## config.mk

```make
export PLATFORM = sky130hd
export DESIGN_NAME = dual_stepper_step_generator
export DESIGN_NICKNAME = d
export VERILOG_FILES = /design/src/sv/dsg_pkg.sv /design/src/sv/dual_stepper_step_generator.sv /design/src/sv/dsg_regs.sv /design/src/sv/dsg_ctrl.sv /design/src/sv/dsg_dp.sv
export VERILOG_INCLUDE_DIRS = /design/src /design/src/sv
export SDC_FILE = /design/constraint.sdc
export NUM_CORES = 1
export LEC_CHECK = 0
export BUFFER_PORTS_ARGS = -buffer_cell sky130_fd_sc_hd__buf_2
export CAP_MARGIN = 0
export CORE_UTILIZATION = 55
export DETAILED_ROUTE_END_ITERATION = 10
export GPL_TIMING_DRIVEN = 0
export PLACE_DENSITY_LB_ADDON = 0.08
export SYNTH_ARGS = -nofsm -noshare
export SYNTH_HDL_FRONTEND = slang
export SYNTH_SLANG_ARGS = --single-unit
```

## constraint.sdc

```tcl
create_clock -name clk -period 5.3 [get_ports clk]
set_input_delay 1.06 -clock clk [delete_from_list [all_inputs] [get_ports clk]]
set_output_delay 1.06 -clock clk [all_outputs]
set_load 0.05 [all_outputs]
```

## src/sv/dual_stepper_step_generator_assert.svh

```systemverilog
// Assertion macros used by the step generator sequencer (dsg_ctrl).
// Expects signals named clk and rst (synchronous, active high) in scope.
`ifndef DUAL_STEPPER_STEP_GENERATOR_ASSERT_SVH
`define DUAL_STEPPER_STEP_GENERATOR_ASSERT_SVH

// Same-cycle implication.
`define DSG_ASSERT_IMP(lbl, ante, cons) \
  lbl: assert property (@(posedge clk) disable iff (rst) (ante) |-> (cons)) \
    else $error("assertion failed");

// Next-cycle implication.
`define DSG_ASSERT_NXT(lbl, ante, cons) \
  lbl: assert property (@(posedge clk) disable iff (rst) (ante) |=> (cons)) \
    else $error("assertion failed");

`endif

```

## src/sv/dsg_pkg.sv

```systemverilog
// Shared types, codes and constants of the dual stepper step generator.
// No dependencies.
`default_nettype none
package dsg_pkg;

  localparam int PERIOD_W  = 16;
  localparam int POS_W     = 32;
  localparam int SPEED_W   = 16;
  localparam int CFG_W     = 14;
  localparam int DIV_W     = PERIOD_W + 3;  // quotient plus three fraction bits
  localparam int DIV_CNT_W = $clog2(DIV_W);

  localparam int IDLE_PERIOD_DEF = 65535;
  localparam int BASE_TICKS_DEF  = 1000;

  localparam logic [1:0] OP_SET   = 2'd0;
  localparam logic [1:0] OP_TICK  = 2'd1;
  localparam logic [1:0] OP_CLEAR = 2'd2;

  localparam logic [1:0] REG_SPEED_LIMIT = 2'd0;
  localparam logic [1:0] REG_ACCEL_LIMIT = 2'd1;
  localparam logic [1:0] REG_REVERSE     = 2'd2;

  localparam logic [CFG_W-1:0] SPEED_LIMIT_RST = 14'd1000;
  localparam logic [CFG_W-1:0] ACCEL_LIMIT_RST = 14'd8;

  typedef struct packed {
    logic [CFG_W-1:0] speed_limit;
    logic [CFG_W-1:0] accel_limit;
    logic             reverse;
  } cfg_t;

  typedef struct packed {
    logic load_item;
    logic do_clamp;
    logic do_accel;
    logic do_setup;
    logic div_step;
    logic div_finish;
    logic do_tick;
    logic do_clear;
    logic load_out;
  } cmd_t;

  typedef struct packed {
    logic [1:0] op;
    logic       speed_zero;
  } stat_t;

  // Position of a sub-period entry in the padding order 1,5,3,7,0,4,2.
  function automatic logic [2:0] pad_rank(input logic [2:0] e);
    logic [2:0] r;
    unique case (e)
      3'd1:    r = 3'd0;
      3'd5:    r = 3'd1;
      3'd3:    r = 3'd2;
      3'd7:    r = 3'd3;
      3'd0:    r = 3'd4;
      3'd4:    r = 3'd5;
      3'd2:    r = 3'd6;
      default: r = 3'd7;
    endcase
    return r;
  endfunction

endpackage
`default_nettype wire

```

## src/sv/dual_stepper_step_generator.sv

```systemverilog
// Dual stepper step generator.
// Input channel (in_valid/in_stall) carries op, motor_sel, speed; one result
// per item leaves on the output channel (out_valid/out_stall) with step bits,
// direction bits, motors_enabled and both positions.
// One item is worked at a time; in_stall is high from acceptance until its
// result is loaded into the output register.
// Each item steps through the sequencer: tick, clear and unused ops go from
// dispatch straight to the result; a set speed is clamped and ramped, and if it
// ends nonzero it runs the restoring divider (one quotient bit a cycle, which
// yields sub-period and padding in one pass) before the result.
// A stalled result holds in the output register; the next item may be
// accepted meanwhile and waits in its final state until the register frees.
// Reset (rst, synchronous) zeroes speeds, counters, sub-indices, directions
// and positions and loads the register defaults; no item is in flight.
// Configuration: APB-style, speed limit at 0x0, acceleration limit at 0x4,
// reverse_direction at 0x8; write only while idle.
// Depends on dsg_pkg, dsg_regs, dsg_ctrl, dsg_dp.
`default_nettype none
module dual_stepper_step_generator #(
  parameter int IDLE_PERIOD = dsg_pkg::IDLE_PERIOD_DEF,
  parameter int BASE_TICKS  = dsg_pkg::BASE_TICKS_DEF
) (
  input  wire logic                        clk,
  input  wire logic                        rst,
  input  wire logic                        in_valid,
  output logic                             in_stall,
  input  wire logic [1:0]                  op,
  input  wire logic                        motor_sel,
  input  wire logic signed [15:0]          speed,
  output logic                             out_valid,
  input  wire logic                        out_stall,
  output logic                             step_a,
  output logic                             step_b,
  output logic                             dir_a,
  output logic                             dir_b,
  output logic                             motors_enabled,
  output logic signed [dsg_pkg::POS_W-1:0] position_a,
  output logic signed [dsg_pkg::POS_W-1:0] position_b,
  input  wire logic                        psel,
  input  wire logic                        penable,
  input  wire logic                        pwrite,
  input  wire logic [3:0]                  paddr,
  input  wire logic [31:0]                 pwdata,
  output logic      [31:0]                 prdata,
  output logic                             pready
);

  dsg_pkg::cfg_t  cfg;
  dsg_pkg::cmd_t  cmd;
  dsg_pkg::stat_t stat;

  dsg_regs u_regs (
    .clk, .rst, .psel, .penable, .pwrite, .paddr, .pwdata, .prdata, .pready, .cfg
  );

  dsg_ctrl u_ctrl (
    .clk, .rst, .in_valid, .in_stall, .out_valid, .out_stall, .stat, .cmd
  );

  dsg_dp #(
    .IDLE_PERIOD (IDLE_PERIOD),
    .BASE_TICKS  (BASE_TICKS)
  ) u_dp (
    .clk, .rst, .cfg, .cmd, .stat, .op, .motor_sel, .speed,
    .step_a, .step_b, .dir_a, .dir_b, .motors_enabled, .position_a, .position_b
  );

endmodule
`default_nettype wire

```

## src/sv/dsg_regs.sv

```systemverilog
// Configuration registers behind the APB-style port.
// Depends on dsg_pkg.
`default_nettype none
module dsg_regs (
  input  wire logic        clk,
  input  wire logic        rst,
  input  wire logic        psel,
  input  wire logic        penable,
  input  wire logic        pwrite,
  input  wire logic [3:0]  paddr,
  input  wire logic [31:0] pwdata,
  output logic      [31:0] prdata,
  output logic             pready,
  output dsg_pkg::cfg_t    cfg
);

  logic       wr;
  logic [1:0] idx;

  assign pready = 1'b1;
  assign idx    = paddr[3:2];
  assign wr     = psel && penable && pwrite;

  always_ff @(posedge clk) begin
    if (rst) begin
      cfg.speed_limit <= dsg_pkg::SPEED_LIMIT_RST;
      cfg.accel_limit <= dsg_pkg::ACCEL_LIMIT_RST;
      cfg.reverse     <= 1'b0;
    end else if (wr) begin
      unique case (idx)
        dsg_pkg::REG_SPEED_LIMIT: cfg.speed_limit <= pwdata[dsg_pkg::CFG_W-1:0];
        dsg_pkg::REG_ACCEL_LIMIT: cfg.accel_limit <= pwdata[dsg_pkg::CFG_W-1:0];
        dsg_pkg::REG_REVERSE:     cfg.reverse     <= pwdata[0];
        default: ;
      endcase
    end
  end

  always_comb begin
    unique case (idx)
      dsg_pkg::REG_SPEED_LIMIT: prdata = {18'd0, cfg.speed_limit};
      dsg_pkg::REG_ACCEL_LIMIT: prdata = {18'd0, cfg.accel_limit};
      dsg_pkg::REG_REVERSE:     prdata = {31'd0, cfg.reverse};
      default:                  prdata = 32'd0;
    endcase
  end

endmodule
`default_nettype wire

```

## src/sv/dsg_ctrl.sv

```systemverilog
// Sequencer for one item at a time: dispatch, speed update, divide, result.
// Depends on dsg_pkg and the assertion header.
`default_nettype none
`include "dual_stepper_step_generator_assert.svh"
module dsg_ctrl (
  input  wire logic           clk,
  input  wire logic           rst,
  input  wire logic           in_valid,
  output logic                in_stall,
  output logic                out_valid,
  input  wire logic           out_stall,
  input  wire dsg_pkg::stat_t stat,
  output dsg_pkg::cmd_t       cmd
);

  localparam logic [2:0] S_IDLE  = 3'd0;
  localparam logic [2:0] S_EXEC  = 3'd1;
  localparam logic [2:0] S_ACCEL = 3'd2;
  localparam logic [2:0] S_SETUP = 3'd3;
  localparam logic [2:0] S_DIV   = 3'd4;
  localparam logic [2:0] S_WB    = 3'd5;
  localparam logic [2:0] S_DONE  = 3'd6;

  localparam logic [dsg_pkg::DIV_CNT_W-1:0] DIV_LAST =
    dsg_pkg::DIV_CNT_W'(dsg_pkg::DIV_W - 1);

  logic [2:0]                    state, state_next;
  logic [dsg_pkg::DIV_CNT_W-1:0] div_cnt, div_cnt_next;
  logic                          out_free;

  assign in_stall = (state != S_IDLE);
  assign out_free = !out_valid || !out_stall;

  always_comb begin
    state_next   = state;
    div_cnt_next = div_cnt;
    cmd          = '0;
    unique case (state)
      S_IDLE: begin
        if (in_valid) begin
          cmd.load_item = 1'b1;
          state_next    = S_EXEC;
        end
      end
      S_EXEC: begin
        case (stat.op)
          dsg_pkg::OP_SET: begin
            cmd.do_clamp = 1'b1;
            state_next   = S_ACCEL;
          end
          dsg_pkg::OP_TICK: begin
            cmd.do_tick = 1'b1;
            state_next  = S_DONE;
          end
          dsg_pkg::OP_CLEAR: begin
            cmd.do_clear = 1'b1;
            state_next   = S_DONE;
          end
          default: state_next = S_DONE;
        endcase
      end
      S_ACCEL: begin
        cmd.do_accel = 1'b1;
        state_next   = S_SETUP;
      end
      S_SETUP: begin
        // a stopped motor keeps its direction and needs no periods
        if (stat.speed_zero) begin
          state_next = S_DONE;
        end else begin
          cmd.do_setup = 1'b1;
          div_cnt_next = '0;
          state_next   = S_DIV;
        end
      end
      S_DIV: begin
        cmd.div_step = 1'b1;
        div_cnt_next = div_cnt + 1'b1;
        if (div_cnt == DIV_LAST) state_next = S_WB;
      end
      S_WB: begin
        cmd.div_finish = 1'b1;
        state_next     = S_DONE;
      end
      S_DONE: begin
        if (out_free) begin
          cmd.load_out = 1'b1;
          state_next   = S_IDLE;
        end
      end
      default: state_next = S_IDLE;
    endcase
  end

  always_ff @(posedge clk) begin
    if (rst) begin
      state     <= S_IDLE;
      div_cnt   <= '0;
      out_valid <= 1'b0;
    end else begin
      state   <= state_next;
      div_cnt <= div_cnt_next;
      if (cmd.load_out)     out_valid <= 1'b1;
      else if (!out_stall)  out_valid <= 1'b0;
    end
  end

  `DSG_ASSERT_IMP(a_div_cnt_range, state == S_DIV, div_cnt <= DIV_LAST)
  `DSG_ASSERT_NXT(a_accept_exec, state == S_IDLE && in_valid, state == S_EXEC)
  `DSG_ASSERT_NXT(a_accel_setup, state == S_ACCEL, state == S_SETUP)
  `DSG_ASSERT_NXT(a_done_out, state == S_DONE && out_free,
                  out_valid && state == S_IDLE)

endmodule
`default_nettype wire

```

## src/sv/dsg_dp.sv

```systemverilog
// Datapath: motor state, speed clamp and ramp, period divider, tick logic,
// output register. Depends on dsg_pkg.
`default_nettype none
module dsg_dp #(
  parameter int IDLE_PERIOD = dsg_pkg::IDLE_PERIOD_DEF,
  parameter int BASE_TICKS  = dsg_pkg::BASE_TICKS_DEF
) (
  input  wire logic                       clk,
  input  wire logic                       rst,
  input  wire dsg_pkg::cfg_t              cfg,
  input  wire dsg_pkg::cmd_t              cmd,
  output dsg_pkg::stat_t                  stat,
  input  wire logic [1:0]                 op,
  input  wire logic                       motor_sel,
  input  wire logic signed [15:0]         speed,
  output logic                            step_a,
  output logic                            step_b,
  output logic                            dir_a,
  output logic                            dir_b,
  output logic                            motors_enabled,
  output logic signed [dsg_pkg::POS_W-1:0] position_a,
  output logic signed [dsg_pkg::POS_W-1:0] position_b
);

  localparam int PW = dsg_pkg::PERIOD_W;
  localparam int DW = dsg_pkg::DIV_W;
  localparam int CW = dsg_pkg::CFG_W;
  localparam logic [PW-1:0] IDLE_P   = PW'(IDLE_PERIOD);
  localparam logic [DW-1:0] DIVIDEND = {PW'(BASE_TICKS), 3'b000};

  // latched item
  logic [1:0]         op_q;
  logic               sel_q;
  logic signed [15:0] req_q;
  logic signed [16:0] req_c;

  // motor state
  logic signed [15:0]               actual [2];
  logic                             dir    [2];
  logic [dsg_pkg::POS_W-1:0]        pos    [2];
  logic [PW-1:0]                    cnt    [2];
  logic [2:0]                       idx    [2];
  logic [PW-1:0]                    base   [2];
  logic [2:0]                       pad    [2];
  logic [1:0]                       step_q;

  // divider
  logic [CW-1:0] mag;
  logic [CW-1:0] rem;
  logic [DW-1:0] quo;

  // combinational helpers
  logic signed [16:0] req_x, lim_x, acc_x, act_x, diff, act_new, clamp_v;
  logic signed [15:0] act_sel;
  logic [15:0]        act_abs;
  logic [CW:0]        trial, trial_sub;
  logic               trial_ge;
  logic [PW-1:0]      period [2];
  logic [PW-1:0]      cnt_inc [2];
  logic               hit [2];

  assign stat.op         = op_q;
  assign stat.speed_zero = (actual[sel_q] == 16'sd0);

  always_comb begin
    req_x = {req_q[15], req_q};
    lim_x = {3'b000, cfg.speed_limit};
    if (req_x > lim_x)       clamp_v = lim_x;
    else if (req_x < -lim_x) clamp_v = -lim_x;
    else                     clamp_v = req_x;

    act_sel = actual[sel_q];
    act_x   = {act_sel[15], act_sel};
    acc_x   = {3'b000, cfg.accel_limit};
    diff    = req_c - act_x;
    if (diff > acc_x)       act_new = act_x + acc_x;
    else if (diff < -acc_x) act_new = act_x - acc_x;
    else                    act_new = req_c;

    act_abs = act_sel[15] ? 16'(-act_sel) : act_sel;

    trial     = {rem, quo[DW-1]};
    trial_ge  = (trial >= {1'b0, mag});
    trial_sub = trial - {1'b0, mag};
  end

  always_comb begin
    for (int m = 0; m < 2; m++) begin
      if (actual[m] == 16'sd0) period[m] = IDLE_P;
      else period[m] = base[m] + PW'(dsg_pkg::pad_rank(idx[m]) < pad[m]);
      cnt_inc[m] = cnt[m] + 1'b1;
      hit[m]     = !(cnt_inc[m] < period[m]);
    end
  end

  always_ff @(posedge clk) begin
    if (cmd.load_item) begin
      op_q  <= op;
      sel_q <= motor_sel;
      req_q <= speed;
    end
    if (cmd.do_clamp) req_c <= clamp_v;
    if (cmd.do_setup) begin
      mag <= act_abs[CW-1:0];
      rem <= '0;
      quo <= DIVIDEND;
    end else if (cmd.div_step) begin
      rem <= trial_ge ? trial_sub[CW-1:0] : trial[CW-1:0];
      quo <= {quo[DW-2:0], trial_ge};
    end
    if (cmd.div_finish) begin
      base[sel_q] <= quo[DW-1:3];
      pad[sel_q]  <= quo[2:0];
    end
  end

  always_ff @(posedge clk) begin
    if (rst) begin
      for (int m = 0; m < 2; m++) begin
        actual[m] <= '0;
        dir[m]    <= 1'b0;
        pos[m]    <= '0;
        cnt[m]    <= '0;
        idx[m]    <= '0;
      end
      step_q <= '0;
    end else begin
      if (cmd.load_item) step_q <= '0;
      if (cmd.do_accel)  actual[sel_q] <= act_new[15:0];
      // positive speed gives direction 0 unless reversed
      if (cmd.do_setup)  dir[sel_q] <= ~(~act_sel[15] ^ cfg.reverse);
      if (cmd.do_clear)  pos[sel_q] <= '0;
      if (cmd.do_tick) begin
        for (int m = 0; m < 2; m++) begin
          if (!hit[m]) begin
            cnt[m] <= cnt_inc[m];
          end else begin
            cnt[m] <= '0;
            if (actual[m] != 16'sd0) begin
              pos[m]    <= dir[m] ? pos[m] + 1'b1 : pos[m] - 1'b1;
              idx[m]    <= idx[m] + 1'b1;
              step_q[m] <= 1'b1;
            end
          end
        end
      end
    end
  end

  // result register
  always_ff @(posedge clk) begin
    if (cmd.load_out) begin
      step_a         <= step_q[0];
      step_b         <= step_q[1];
      dir_a          <= dir[0];
      dir_b          <= dir[1];
      motors_enabled <= (actual[0] != 16'sd0) || (actual[1] != 16'sd0);
      position_a     <= pos[0];
      position_b     <= pos[1];
    end
  end

endmodule
`default_nettype wire

```

# After elaboration in Yosys (flattened, before gate mapping)
# Memory sizes are Yosys's and may differ from the RTL's. A register that Yosys moved wholly into a read port is not among the register bits.
# Index checks and enable logic that the tools add are counted.
# totals
register_bits,192
ram_bits,174
input_bits,62
output_inout_bits,104
elab_cells,223
memories,7
# classes
addsub,18
order_cmp,9
eq_ne,28
muxes,102
bitwise_logic,11
n_reduce_logical,26
# memory_table
name,words,width,rd,rd_clocked_by_memory_dff,wr,line_no,rtl
u_dp.pos,2,32,2,0,2,dsg_dp.sv:40,logic [dsg_pkg::POS_W-1:0] pos [2];
u_dp.actual,2,16,3,1,2,dsg_dp.sv:38,logic signed [15:0] actual [2];
u_dp.base,2,16,2,0,1,dsg_dp.sv:43,logic [PW-1:0] base [2];
u_dp.cnt,2,16,2,0,2,dsg_dp.sv:41,logic [PW-1:0] cnt [2];
u_dp.idx,2,3,2,0,2,dsg_dp.sv:42,logic [2:0] idx [2];
u_dp.pad,2,3,2,0,1,dsg_dp.sv:44,logic [2:0] pad [2];
1 more memories,--,--,--,--,--,--,
# ops
cell,count
32-bit two-way mux,5
16-bit two-way mux,9
1-bit two-way mux,66
"32-bit by 1-bit adder with 32-bit output, second input constant",2
"32-bit by 1-bit subtractor with 32-bit output, second input constant",2
3-bit one-hot mux with 7 select lines,3
16-bit zero test,3
14-bit two-way mux,3
14-bit one-hot mux with 3 select lines,1
14-bit negation with 17-bit output,2
16-bit by 1-bit adder with 16-bit output,2
"16-bit by 1-bit adder with 16-bit output, second input constant",2
16-bit less-than comparator,2
16-bit nonzero test,2
32-bit OR reduction,1
"3-bit == test, second input constant",9
3-bit two-way mux,8
"3-bit by 2-bit == test with 1-bit output, second input constant",6
17-bit by 15-bit greater-than comparator with 1-bit output,1
16-bit by 17-bit less-than comparator with 1-bit output,1
17-bit less-than comparator,1
17-bit two-way mux,1
17-bit by 16-bit subtractor with 17-bit output,1
16-bit by 15-bit adder with 16-bit output,1
31 further kinds,60

# Depth between registers and ports, before layout
# An unclocked memory read counts as a cell.
# depth
ltp_word,14
mapped_depth,28
mapped_depth_nobuf,27

# Modules after synthesis
# A second synthesis with hierarchy kept.
# hier_totals
hier_cells,2512
hier_area_um2,24094.4
# by_module_without_submodules
mod,instances,cells_per_inst,area_each_um2,seq_area_each_um2
dsg_dp,1,2269,21923.5,8718.4
dsg_regs,1,176,1604.0,580.6
dsg_ctrl,1,67,566.8,180.2

# Least setup slack after synthesis
# Ideal clock, no wire load.
# synth_timing
kind,register to register
startpoint,register (tool-made name)
endpoint,"memory u_dp.actual[0][6], data pin"
setup_ns,0.272
t_arrival_ns,4.969
required_ns,5.028
slack_ns,0.060
path_stages_with_launch,23
path_buffers,3
period_less_slack_ns,5.240
cell_sequence,dfxtp_1 -> buf_2 -> buf_2 -> mux2i_1 -> ha_1 -> nor2b_1 -> o31a_1 -> o211ai_2 -> o21bai_1 -> a21oi_1 -> xnor2_1 -> ha_1 -> o21a_1 -> o211ai_1 -> a21oi_1 -> a2111oi_0 -> o21bai_1 -> a221oi_2 -> nor2_1 -> clkbuf_1 -> or3b_1 -> o21ai_0 -> a211oi_1
# synth_lines
element,line_no
to (decl),dsg_dp.sv:38

==> impl_metrics.tcl <==
set metrics [dict create \
    status "finished, final reports clean" \
    cts_sinks 367 \
    vias 19500 \
    max_stage_delay_ns 0.38 \
    p_seq_frac 0.384 \
    fin_skew_ns 0.01396 \
    critical_path_class "flip-flop to flip-flop" \
    syn_inst 2504 \
    synth.area.top_cells "edfxtp_1, dfxtp_1, ha_1, xnor2_1, nor2_1" \
    vdd_drop_max_uv 260.6 \
    cp_data_required_time_ns 5.68 \
    track_usage 0.2702 \
    grt-ovfl-total 0 \
    rows 75 \
    wl_um 61620 \
    clkSlewWorstSetupHoldPaths_ns 0.06 \
    period_share 0.9991 \
    hold_viol_final 0 \
    r2r_slack_ns 0.005 \
    post-place-ws_ns -1.431 \
    cts_tree "done" \
    p_sw_frac 0.3124 \
    synth_seq_cells 367 \
    io_buffer_count 125 \
    clockBufferDepth 3 \
    synth-async-reset-ratio 0 \
    clk_latency_ns 0.57 \
    worstPathArrival_ns 5.68 \
    rsz0062_at_grt "true" \
    drtAntennaViolNets 0 \
    maxSlewHeadroom 0.09793 \
    die_w_um 209.7 \
    synth_edf_count 213 \
    drc 0 \
    netlist.area_leader.share 0.2695 \
    dpl.hpwl_um 45470 \
    holdPathStages 0 \
    setup_ws_ns 0.004690 \
    timing.rr.end "u_dp.actual[1][6]" \
    leakagePower_nw 11.83 \
    avgViaCountPerCell 5.867 \
    finalNonFillerCells 3324 \
    synth_cell_type_count 87 \
    clock.fmax_ghz 0.1888 \
    synth_top_cell_by_area "edfxtp_1" \
    cts_buffers 42 \
    gp_congestion 0.9115 \
    antenna_found_initial 1 \
    combPwrFrac 0.273 \
    area_growth_pct 19.31 \
    setup_violations 0 \
    tightest_slew_ns 1.352 \
    cp_slowest_cell "fa_2" \
    dieHeight_um 209.7 \
    min-delay-start "u_dp.step_q[0]" \
    core_area_um2 42230 \
    grt_pass1_vias 18390 \
    firstDrtPassIters 5 \
    avgRoutedWirePerCell_um 18.54 \
    crit_path_frequent_cell "buf_4" \
    ys.warnings.count 0 \
    holdPathEnd "u_dp.step_a" \
    grt_pass1_wl_um 95310 \
    drive_above_1_share 0.1746 \
    h-tree-depth 2 \
    synthFlopType "edfxtp_1" \
    nets 3057 \
    start_kind "flip-flop" \
    p_clk_frac 0.343 \
    drv_cap 0 \
    min_period_ns 5.295 \
    p_int_mw 6.170 \
    nFillCells 3358 \
    synth.cells.most_frequent "nor2_1, ha_1, edfxtp_1" \
    rr_worst_depth 28 \
    crit_fanout 7 \
    grt_max_degree 34 \
    power_per_cell_area_nw_per_um2 316.8 \
    hp-class "flip-flop to flip-flop" \
    slew_viol_final 0 \
    worstSetupEndpointType "flip-flop" \
    synth_area_per_cell_um2 9.479 \
    p_switching_mw 2.803 \
    drt_iter0_markers 1276 \
    io_pins 166 \
    p_total_mw 8.973 \
    cts_root_buf "clkbuf_16" \
    synth.most_common_cell "nor2_1" \
    yosysSeqAreaShare 0.3993 \
    die_area_um2 43990 \
    placed_cells 3189 \
    start_util 0.5621 \
    syn_area_um2 23740 \
]
worst max-delay path, delay by kind of cell (launching register included):
family                   cells  cell delay, ns
multiplexers                 2            0.44
AO/OA/AOI/OAI               10            1.84
XOR/XNOR                     1            0.19
buffers and inverters        8            1.04
AND/OR/NAND/NOR              4            0.48
flip-flops                   1            0.32
adder cells (fa/ha/maj)      3            0.81
cell families (layout without fill, tap and decap cells):
kind of cell	after synthesis	count (layout)	synth area share
AOI/OAI and AO/OA	631	631	0.1745
buffers and inverters	241	504	0.04222
and+or+nand+nor	781	781	0.1615
other	2	20	0.0003164
adders and majority gates	245	245	0.1310
xor gates and xnor gates	170	170	0.06273
DFF	367	367	0.3993
muxes	67	67	0.02831
registers in the layout (all words and copies together), names as in the netlist, 2 cells and up, named ones only:
name,cells
u_dp.mag,14
u_dp.base,32
u_dp.pad,6
u_dp.idx,6
u_dp.cnt,32
u_dp.dir,2
u_dp.position_b,32
u_ctrl.div_cnt,5
u_dp.req_q,16
u_dp.position_a,32
u_regs.cfg,29
u_dp.quo,19
u_dp.pos,64
u_ctrl.state,3
u_dp.op_q,2
u_dp.actual,32
u_dp.step_q,2
u_dp.rem,14
u_dp.req_c,17
worst max path at each step:
| stage | startpoint | to | slack [ns] | cells past startpoint |
|---|---|---|---|---|
| final | flip-flop | u_dp.actual[1][6] | 0.005 | 28 |
| after floorplan | flip-flop | u_dp.actual[0][6] | 0.06 | 22 |
| after detailed placement | u_dp.idx[0][3] | u_dp.pos[1][28] | -1.43 | 23 |
| after global placement | out_stall | u_dp.step_a | -1.60 | 2 |
| after global routing | u_dp.idx[0][0] | u_dp.pos[0][29] | -0.22 | 27 |
| after CTS | u_dp.idx[0][4] | u_dp.pos[1][18] | 0.001 | 25 |
area by class of cell:
class | count | area, µm² | share of cell area
clock inverter | 20 | 217.7 | 0.007687
antenna | 1 | 2.502 | 0.00008836
inverter | 132 | 500.5 | 0.01767
tap | 539 | 674.4 | 0.02381
buffer | 105 | 605.6 | 0.02138
sequential | 367 | 9480 | 0.3347
timing repair buffer | 189 | 1274 | 0.04497
multi-input combinational | 1913 | 14300 | 0.5049
clock buffer | 58 | 1266 | 0.04471
per-layer routing:
layer | vias to the layer above | share of wire | global-route usage
met4 | 0 | 0.025 | 0.07752
li1 | 9623 | - | -
met5 | - | 0 | 0
met3 | 102 | 0.050 | 0.03666
met2 | 460 | 0.49 | 0.4678
met1 | 9316 | 0.44 | 0.3521
what timing repair did:
action / CTS / global route
hold buffers: 0 / 0
gates resized for setup: 103 / 169
endpoints found under the hold margin: 0 / 0
gates cloned: 3 / 2
endpoints found under the setup margin: 145 / 149
buffers inserted: 23 / 32
pin swaps: 35 / 102
power groups by stage:
stage               registers [mW]  logic (mW)  clock network [mW]
finish                        3.44        2.45                3.08
global route                  3.47        2.66                3.24
global placement              3.49        1.96                   0
floorplan                     3.45        1.54                   0
detailed placement            3.49        2.03                   0
CTS                           3.44        2.14                3.13
cells in the final DEF (no fill, tap or decap), types with 16 or more instances in the layout:
cell	instances
buf_4	66
nor3_1	35
xor2_1	49
nand2b_1	35
or3_1	20
a22oi_2	22
nor4_1	17
and3_1	42
dfxtp_1	153
nand3_1	49
mux2i_1	49
conb_1	19
a211o_1	17
nand2_1	154
xnor2_1	119
a21o_1	59
nor2_1	261
a22oi_1	21
o21ai_0	109
a211oi_2	16
nor2b_1	39
a31oi_1	25
nand4_1	27
ha_1	224
a211oi_1	28
clkbuf_16	48
o21a_1	22
buf_2	130
edfxtp_1	213
a21oi_1	150
clkbuf_1	58
inv_1	123
o211ai_1	16
o21bai_1	19
nand3b_1	18
stage by stage:
stage	hold WS (ns)	utilization	setup TNS, ns	area [µm²]
global route	0.4599	0.6706	-14.02	28320
floorplan	0.4090	-	0	23800
finish	0.4389	0.6707	0	28320
detailed placement	0.4297	0.5969	-126.68	25210
global placement	0.4284	0.5944	-221.53	25100
CTS	0.4439	0.6466	0	27300
Note: power is estimated with default switching activity, not from simulation.
